## src/design/rv32id_pkg.sv

```systemverilog
// shared constants and types for the rv32im instruction decoder
`default_nettype none

package rv32id_pkg;

    // major opcodes
    localparam logic [6:0] OPC_REG    = 7'h33;
    localparam logic [6:0] OPC_IMM    = 7'h13;
    localparam logic [6:0] OPC_LOAD   = 7'h03;
    localparam logic [6:0] OPC_JALR   = 7'h67;
    localparam logic [6:0] OPC_STORE  = 7'h23;
    localparam logic [6:0] OPC_BRANCH = 7'h63;
    localparam logic [6:0] OPC_LUI    = 7'h37;
    localparam logic [6:0] OPC_AUIPC  = 7'h17;
    localparam logic [6:0] OPC_JAL    = 7'h6F;
    localparam logic [6:0] OPC_SYSTEM = 7'h73;
    localparam logic [6:0] OPC_FENCE  = 7'h0F;

    // exact system words, compared whole in the first stage
    localparam logic [31:0] WORD_MRET   = 32'h3020_0073;
    localparam logic [31:0] WORD_ECALL  = 32'h0000_0073;
    localparam logic [31:0] WORD_EBREAK = 32'h0010_0073;
    localparam logic [31:0] WORD_NOP    = 32'h0000_0001;

    // funct7 codes of the register alu words
    localparam logic [6:0] F7_BASE = 7'h00;
    localparam logic [6:0] F7_ALT  = 7'h20;

    // funct3 codes with special alu meaning
    localparam logic [2:0] F3_ADD = 3'd0;
    localparam logic [2:0] F3_SLL = 3'd1;
    localparam logic [2:0] F3_SRL = 3'd5;

    typedef enum logic [3:0] {
        ALU_ADD   = 4'd0,
        ALU_SUB   = 4'd1,
        ALU_SLT   = 4'd2,
        ALU_SLTU  = 4'd3,
        ALU_XOR   = 4'd4,
        ALU_OR    = 4'd5,
        ALU_AND   = 4'd6,
        ALU_SLL   = 4'd7,
        ALU_SRL   = 4'd8,
        ALU_SRA   = 4'd9,
        ALU_LUI   = 4'd10,
        ALU_AUIPC = 4'd11
    } t_alu_op;

    // opcode and word matches found in the first stage
    typedef struct packed {
        logic opc_reg;
        logic opc_imm;
        logic opc_load;
        logic opc_jalr;
        logic opc_store;
        logic opc_branch;
        logic opc_lui;
        logic opc_auipc;
        logic opc_jal;
        logic opc_system;
        logic opc_fence;
        logic f7_base;
        logic f7_alt;
        logic mret;
        logic ecall;
        logic ebreak;
        logic nop;
    } t_hits;

    // flag groups built in the second stage
    typedef struct packed {
        t_alu_op     alu_op;
        logic [5:0]  fmt;
        logic [11:0] cls;
        logic [3:0]  sys;
        logic [3:0]  ctl;
    } t_flags;

    // alu operation of a base register word, by funct3
    function automatic t_alu_op base_op(input logic [2:0] f3);
        t_alu_op op;
        case (f3)
            3'd0: op = ALU_ADD;
            3'd1: op = ALU_SLL;
            3'd2: op = ALU_SLT;
            3'd3: op = ALU_SLTU;
            3'd4: op = ALU_XOR;
            3'd5: op = ALU_SRL;
            3'd6: op = ALU_OR;
            3'd7: op = ALU_AND;
            default: op = ALU_ADD;
        endcase
        return op;
    endfunction

endpackage

`default_nettype wire

```

## src/design/rv32im_instruction_decoder_unit.sv

```systemverilog
// rv32im instruction decoder: three stage pipeline from word to decoded fields
// pipeline: three register stages; an input transfer passes through stage one,
// stage two and the output register before it can leave on the result side
// throughput: one instruction per cycle; each stage holds while the next is full
// and stalled, so a stall on the result side backs up without loss
// reset: synchronous active low, clears the stage valid bits only
`default_nettype none

module rv32im_instruction_decoder_unit (
    input  wire logic               i_clk,
    input  wire logic               i_rst_n,
    input  wire logic               i_in_valid,
    output logic                    o_in_ready,
    input  wire logic [31:0]        i_instruction,
    output logic                    o_out_valid,
    input  wire logic               i_out_ready,
    output logic [16:0]             o_raw_fields,
    output logic [14:0]             o_register_indices,
    output logic signed [11:0]      o_imm_itype,
    output logic signed [11:0]      o_imm_stype,
    output logic signed [12:0]      o_imm_btype,
    output logic [19:0]             o_imm_utype,
    output logic signed [20:0]      o_imm_jtype,
    output logic [3:0]              o_alu_operation,
    output logic [5:0]              o_format_flags,
    output logic [11:0]             o_class_flags,
    output logic [3:0]              o_system_flags,
    output logic [3:0]              o_control_flags
);
    import rv32id_pkg::*;

    logic        r_v1, r_v2, r_v3;
    logic [31:0] r_word1, r_word2;
    t_hits       r_hits, n_hits;
    t_flags      r_flags, n_flags;
    logic        en1, en2, en3;

    // stage advance: a stage loads when it is empty or its content moves on
    assign en3 = !r_v3 || i_out_ready;
    assign en2 = !r_v2 || en3;
    assign en1 = !r_v1 || en2;
    assign o_in_ready  = en1;
    assign o_out_valid = r_v3;

    always_ff @(posedge i_clk) begin
        if (!i_rst_n) begin
            r_v1 <= 1'b0;
            r_v2 <= 1'b0;
            r_v3 <= 1'b0;
        end else begin
            if (en1) r_v1 <= i_in_valid;
            if (en2) r_v2 <= r_v1;
            if (en3) r_v3 <= r_v2;
        end
    end

    // stage one: opcode, funct7 and exact word compares
    always_comb begin
        n_hits.opc_reg    = i_instruction[6:0] == OPC_REG;
        n_hits.opc_imm    = i_instruction[6:0] == OPC_IMM;
        n_hits.opc_load   = i_instruction[6:0] == OPC_LOAD;
        n_hits.opc_jalr   = i_instruction[6:0] == OPC_JALR;
        n_hits.opc_store  = i_instruction[6:0] == OPC_STORE;
        n_hits.opc_branch = i_instruction[6:0] == OPC_BRANCH;
        n_hits.opc_lui    = i_instruction[6:0] == OPC_LUI;
        n_hits.opc_auipc  = i_instruction[6:0] == OPC_AUIPC;
        n_hits.opc_jal    = i_instruction[6:0] == OPC_JAL;
        n_hits.opc_system = i_instruction[6:0] == OPC_SYSTEM;
        n_hits.opc_fence  = i_instruction[6:0] == OPC_FENCE;
        n_hits.f7_base    = i_instruction[31:25] == F7_BASE;
        n_hits.f7_alt     = i_instruction[31:25] == F7_ALT;
        n_hits.mret       = i_instruction == WORD_MRET;
        n_hits.ecall      = i_instruction == WORD_ECALL;
        n_hits.ebreak     = i_instruction == WORD_EBREAK;
        n_hits.nop        = i_instruction == WORD_NOP;
    end

    always_ff @(posedge i_clk) begin
        if (en1) begin
            r_word1 <= i_instruction;
            r_hits  <= n_hits;
        end
    end

    // stage two: flag groups and alu operation
    always_comb begin
        logic [2:0] f3;
        logic       m_ext;
        logic       is_r, is_mul, is_div, wr;
        f3     = r_word1[14:12];
        m_ext  = r_word1[25];
        is_r   = r_hits.opc_reg && !m_ext;
        is_mul = r_hits.opc_reg && m_ext && !f3[2];
        is_div = r_hits.opc_reg && m_ext && f3[2];

        n_flags.fmt = {r_hits.opc_jal, r_hits.opc_lui || r_hits.opc_auipc,
                       r_hits.opc_branch, r_hits.opc_store, r_hits.opc_imm, is_r};

        n_flags.cls = {r_hits.opc_fence, is_div, is_mul, r_hits.opc_system,
                       r_hits.opc_branch, r_hits.opc_imm, is_r, r_hits.opc_store,
                       r_hits.opc_load, r_hits.opc_auipc, r_hits.opc_lui,
                       r_hits.opc_jalr};

        n_flags.sys = {r_hits.nop, r_hits.ebreak, r_hits.ecall, r_hits.mret};

        // register write is dropped for rd zero
        wr = (r_hits.opc_reg || r_hits.opc_imm || r_hits.opc_lui || r_hits.opc_auipc ||
              r_hits.opc_jal || r_hits.opc_jalr || r_hits.opc_load ||
              r_hits.opc_system) && (r_word1[11:7] != 5'd0);
        n_flags.ctl = {f3 >= 3'd5, r_hits.opc_store, r_hits.opc_load, wr};

        // alu operation select
        if (r_hits.opc_lui) begin
            n_flags.alu_op = ALU_LUI;
        end else if (r_hits.opc_auipc) begin
            n_flags.alu_op = ALU_AUIPC;
        end else if (r_hits.opc_reg) begin
            if (r_hits.f7_base) begin
                n_flags.alu_op = base_op(f3);
            end else if (r_hits.f7_alt && f3 == F3_ADD) begin
                n_flags.alu_op = ALU_SUB;
            end else if (r_hits.f7_alt && f3 == F3_SRL) begin
                n_flags.alu_op = ALU_SRA;
            end else begin
                n_flags.alu_op = ALU_ADD;
            end
        end else if (r_hits.opc_imm) begin
            if (f3 == F3_SLL) begin
                n_flags.alu_op = ALU_SLL;
            end else if (f3 == F3_SRL) begin
                n_flags.alu_op = r_word1[30] ? ALU_SRA : ALU_SRL;
            end else begin
                n_flags.alu_op = base_op(f3);
            end
        end else begin
            n_flags.alu_op = ALU_ADD;
        end
    end

    always_ff @(posedge i_clk) begin
        if (en2) begin
            r_word2 <= r_word1;
            r_flags <= n_flags;
        end
    end

    // stage three: output register with field and immediate extraction
    always_ff @(posedge i_clk) begin
        if (en3) begin
            o_raw_fields       <= {r_word2[31:25], r_word2[14:12], r_word2[6:0]};
            o_register_indices <= {r_word2[24:20], r_word2[19:15], r_word2[11:7]};
            o_imm_itype        <= r_word2[31:20];
            o_imm_stype        <= {r_word2[31:25], r_word2[11:7]};
            o_imm_btype        <= {r_word2[31], r_word2[7], r_word2[30:25],
                                   r_word2[11:8], 1'b0};
            o_imm_utype        <= r_word2[31:12];
            o_imm_jtype        <= {r_word2[31], r_word2[19:12], r_word2[20],
                                   r_word2[30:21], 1'b0};
            o_alu_operation    <= r_flags.alu_op;
            o_format_flags     <= r_flags.fmt;
            o_class_flags      <= r_flags.cls;
            o_system_flags     <= r_flags.sys;
            o_control_flags    <= r_flags.ctl;
        end
    end

endmodule

`default_nettype wire

```

## config.mk

```make
export PLATFORM = sky130hd
export DESIGN_NAME = rv32im_instruction_decoder_unit
export DESIGN_NICKNAME = d
export VERILOG_FILES = /design/src/design/rv32id_pkg.sv /design/src/design/rv32im_instruction_decoder_unit.sv
export SDC_FILE = /design/constraint.sdc
export NUM_CORES = 1
export LEC_CHECK = 0
export BUFFER_PORTS_ARGS = -buffer_cell sky130_fd_sc_hd__buf_2
export CORE_AREA = 8 8 171 109
export CTS_BUF_LIST = sky130_fd_sc_hd__clkbuf_16
export CTS_CLUSTER_DIAMETER = 100
export CTS_CLUSTER_SIZE = 12
export DETAILED_ROUTE_END_ITERATION = 8
export DIE_AREA = 0 0 179 117
export GPL_TIMING_DRIVEN = 1
export PLACE_DENSITY = 0.69
export SYNTH_ARGS = -nofsm -noshare
export SYNTH_HDL_FRONTEND = slang
export SYNTH_SLANG_ARGS = --single-unit
```

## constraint.sdc

```tcl
create_clock -name i_clk -period 4.4 [get_ports i_clk]
set_input_delay 0 -clock i_clk [delete_from_list [all_inputs] [get_ports i_clk]]
set_output_delay 0 -clock i_clk [all_outputs]
set_load 0.01 [all_outputs]
```

* Yosys cells after proc, flatten, opt, wreduce, memory -nomap -nowiden
Memory sizes are Yosys's and may differ from the RTL's. A register that Yosys moved wholly into a read port is not among the register bits. Cells that the tools add are included. W data, S select, Z words.
Cells by class: reductions and logical operators 27, $lt $le $gt $ge 1, mux-type cells 11, equality and inequality tests 18
Operators with widths (count):
- $eq A32 B1 Y1 const B | 1
- $eq A32 B21 Y1 const B | 1
- $eq A32 B30 Y1 const B | 1
- $eq A32 B7 Y1 const B | 1
- $eq A7 B6 Y1 const B | 4
- $eq A7 B7 Y1 const B | 4
- $mux W4 | 7
- $eq A7 B5 Y1 const B | 2
- $logic_or A1 B1 Y1 | 11
- $eq A7 B2 Y1 const B | 1
- $eq A7 B4 Y1 const B | 1
- $logic_and A1 B1 Y1 | 7
- $logic_not A7 Y1 | 1
- $mux W3 | 2
- $logic_not A1 Y1 | 5
- $reduce_bool A5 Y1 | 1
- $eq A3 B1 Y1 const B | 1
- $eq A3 B3 Y1 const B | 1
- $ge A3 B3 Y1 const B | 1
- $logic_not A3 Y1 | 1
- $mux W1 | 2
- $reduce_or A2 Y1 | 1
Word-level totals: bits of input ports 36, bits in registers 252, memories kept 2, bits in read-only memories 64, output and inout bits 142
Memory list:
- (name not given) | words 8, bits a word 4, rd ports 1, clocked after Yosys merged registers in 1, wr ports 0, line rv32id_pkg.sv:82 | case (f3)
- (name not given) | words 8, bits a word 4, rd ports 1, clocked after Yosys merged registers in 1, wr ports 0, line rv32id_pkg.sv:82

* Longest topological paths before layout
word-level depth 8, depth in mapped cells 4, depth with buffers taken out 3

* Worst setup path after synthesis
No wires, ideal clock.
path kind register -> register, start register r_v3, in the netlist o_out_valid, end register with a tool-made name, data arrival time 2.863 ns, slack 1.405 ns, clock period less this slack 2.995 ns, path buffers 0, cell stages (with the launch flop) 3, cells stage by stage dfxtp_1 -> nand4b_1 -> mux2_2
RTL lines:
- from (decl) | line rv32im_instruction_decoder_unit.sv:32 | logic r_v1, r_v2, r_v3;
- from (signal assigned) | line rv32im_instruction_decoder_unit.sv:53 | if (en3) r_v3 <= r_v2;

==> metrics.md <==
| Metric | Value |
|---|---|
| Status | finished clean |
| Number of cells traversed by the worst hold path | 2 |
| Largest vdd supply drop | 0.000195 V |
| Power per cell area | between 400 and 500 nW/µm² |
| Crit path setup slack, layout | approximately 2.4 ns |
| Pin count of the biggest net entering global routing | 57 |
| Worst EP required | 4.64 ns |
| Post-detailed-route via-to-cell ratio | 4.50 |
| Top FF cell, synth | sky130_fd_sc_hd__edfxtp_1 |
| Iteration count of the initial detailed-routing pass | 4 |
| Max H-tree Level | 4 |
| Final setup vio count | 0 |
| Die outline height | ~120 µm |
| Total number of clock tree sinks | roughly 170 |
| Final worst-path cycle share | 0.444 |
| Power Total | approximately 3.5 mW |
| Final Hold Vio Count | 0 |
| Worst clock skew | approximately 0.0077 ns |
| Combined area of all synthesized cells | 6300 µm² |
| CTS clock-pin slew for the worst setup and hold paths | 0.07 ns |
| Overall global routing resource usage | 0.122 |
| Startpoint type of the worst setup path | input port |
| Worst path buffer plus inverter count | 2 |
| Clock tree root driver cell | sky130_fd_sc_hd__clkbuf_16 |
| Register area share after synthesis | 0.790 |
| Delay contributed by the slowest stage of the critical path | around 0.67 ns |
| Post-layout util | 0.475 |
| Antenna Violating Nets Remaining | 0 |
| Average wire per standard cell | approximately 18 µm |
| Slowest stage cell, crit path | sky130_fd_sc_hd__nor4_1 |
| Worst min-delay path class | input port to register |
| Path type of the worst setup path | input port to register |
| Total congestion overflow after global routing | 0 |
| Post-layout nets | 551 |
| Logic depth of the worst register-to-register path | 3 |
| Crit. End Element | register |
| Measured slew at the worst slew-check pin | about 0.75 ns |
| Placeable core region | ~16000 µm² |
| Total of warnings raised by yosys | 0 |
| Routed metal-1 wirelength | 5450 µm |
| Commonest cells after routing, fill and taps aside | sky130_fd_sc_hd__buf_2 (175), sky130_fd_sc_hd__edfxtp_1 (161), sky130_fd_sc_hd__dlygate4sd3_1 (37) |
| Startpoint of the lowest-slack hold path | i_instruction[27] |
| Number of core rows | 37 |
| Unrepaired setup endpoints after global routing | false |
| Source-to-sink clock delay at the later pin of the worst-skew pair | between 0.4 and 0.5 ns |
| Total of cells resized after clock tree synthesis | 0 |
| Max Cap Viol | 0 |
| Worst Path Max Fanout | 4 |
| Vias in the first global route | around 3300 |
| Most frequent standard cell in the layout excluding fill and tap cells | sky130_fd_sc_hd__buf_2 |
| Number of synthesized register bits | approximately 170 |
| Number of DRC violations after detailed routing | 0 |
| Pre-CTS WS | around 2.7 ns |
| Data arrival time of the critical path | approximately 2.2 ns |
| Setup TNS | 0 ns |
| Post-synth EDFFs | roughly 160 |
| DR WL met2 | between 6000 and 7000 µm |
| Number of buffers on the longest clock path | 2 |
| Estimated wirelength of the detail-placed design | roughly 8900 µm |
| Number of violations reported at the end of detailed-routing iteration 0 | 112 |
| Terminating pin of the worst hold path | r_word1[27] |
| Starting density of the core | 0.385 |
| Crit path cell chain | dlygate4sd3_1 -> buf_2 -> nor4_1 -> or4b_4 -> nor4_2 |
| Post-synthesis area per instance | ~17 µm² |
| Worst flop-to-flop path startpoint | r_v2 |
| Yosys cell types | 40 |
| Antenna Cells | 0 |
| Slack of the worst reg-to-reg path | around 2.8 ns |
| TritonCTS clock tree | done |
| Final min period | 1.95 ns |
| Relative slew slack | 0.494 |
| Leakage component of the power | around 3.3 nW |
| Gpl congestion | slightly below 0.8 |
| Slew Limit Fails | 0 |
| Total via count after detailed routing | 3341 |
| Global-route wire length before repair | between 15000 and 20000 µm |
| Total detailed-routing wirelength | 13000 µm |
| Antenna violations before repair | 1 |
| Number of buffers added by the clock tree synthesis step | 17 |
| Peak clock frequency supported by timing | slightly above 0.5 GHz |
| Number of buffer cells added on primary ports | 175 |
| CP delay by family, top | simple AND/OR/NAND/NOR gates |
| Post-synthesis to final-layout area growth | 23.3% |
| Die outline area | ~21000 µm² |
| Highest metal layer with signal wires | met5 |
| Post-Synthesis Cells | between 300 and 400 |
| WL met3 | 1110 µm |
| Post-synthesis async set-or-reset flop share | 0 |
| Horizontal die dimension | between 150 and 200 µm |
| Share of final-layout standard cells stronger than drive strength 1 | 0.409 |
| I/O pin total | roughly 180 |
## through the flow
step	hold slack [ns]	area, µm²	cells
after floorplan	0.0989	6300	368
after global routing	0.315	7770	742
after CTS	0.291	7770	742
after global placement	0.196	6830	673
final	0.308	7770	742
after detailed placement	0.196	6830	673
## cell families (layout without fill, tap and decap cells)
kind of cell | count (synthesis) | after routing | share of synthesized area
flops | 168 | 168 | 0.790
buf+inv | 98 | 258 | 0.108
simple gates | 76 | 76 | 0.0689
compound gates | 14 | 14 | 0.0163
mux | 5 | 5 | 0.00834
xor+xnor | 3 | 3 | 0.00417
fa+ha+maj | 2 | 2 | 0.00318
other cells | 1 | 2 | 0.000595
## state kept, by name (all words and copies together), names as in the netlist, named ones only
register            flops
o_alu_operation         4
o_system_flags          4
r_word1                32
r_word2                32
n_flags                14
r_v2                    1
o_register_indices     14
o_out_valid             1
o_format_flags          6
r_flags                24
o_imm_itype             1
o_class_flags           8
r_hits                  3
o_control_flags         2
o_raw_fields           17
r_v1                    1
## worst register-to-register path, stage by stage, from the launching register on
cell                       delay, ns
sky130_fd_sc_hd__dfxtp_1        0.34
sky130_fd_sc_hd__nand4b_1       0.13
sky130_fd_sc_hd__buf_4          0.59
sky130_fd_sc_hd__mux2_2         0.45
## Yosys cell counts, drive strengths merged (4+ instances only)
| library cell | number | share of area |
|---|---|---|
| nor3 | 8 | 0.0064 |
| nand4 | 4 | 0.0040 |
| edfxtp | 161 | 0.77 |
| dfxtp | 7 | 0.022 |
| inv | 11 | 0.0066 |
| nor2b | 6 | 0.0060 |
| buf | 84 | 0.10 |
| nand3 | 6 | 0.0048 |
| nor2 | 16 | 0.0095 |
| nand2 | 11 | 0.0066 |
| nor4 | 11 | 0.012 |
## report_power, final
group / internal, mW / total, mW / leakage, nW / switching (mW)
clock network: 0.792 / 1.43 / 0.275 / 0.636
registers: 1.81 / 1.85 / 1.86 / 0.0323
logic: 0.0922 / 0.203 / 1.11 / 0.111
## area by class of cell
cell class                      count  area (µm²)
Inverter                           11        41.3
Fill cell                        1402        8580
Timing Repair Buffer              215        1270
Sequential cell                   168        4970
Multi-Input combinational cell    102         646
Clock inverter                     15         143
Clock buffer                       17         425
Tap cell                          214         268
## layer usage
layer | track usage | vias to the layer above
met1 | 0.146 | 1615
met5 | 0 | -
met2 | 0.196 | 119
li1 | - | 1581
met3 | 0.0452 | 24
met4 | 0.0549 | 2
## how the worst max path moves through the flow
stage	start	cells after the start	end	slack, ns
2_1_floorplan	o_out_valid	2	register	1.40
3_3_place_gp	i_instruction[25]	4	n_flags[5]	2.71
3_5_place_dp	i_instruction[25]	4	n_flags[4]	2.67
4_1_cts	i_instruction[25]	5	n_flags[4]	2.52
5_1_grt	i_instruction[25]	5	n_flags[4]	2.40
6_report	i_instruction[25]	5	n_flags[4]	2.45
## what timing repair did
| item | CTS | global route |
|---|---|---|
| setup endpoints to repair | 0 | 0 |
| hold endpoints to repair | 46 | 0 |
| setup buffers | 0 | 0 |
| hold buffers | 37 | 0 |
(Power assumes the default switching activity.)
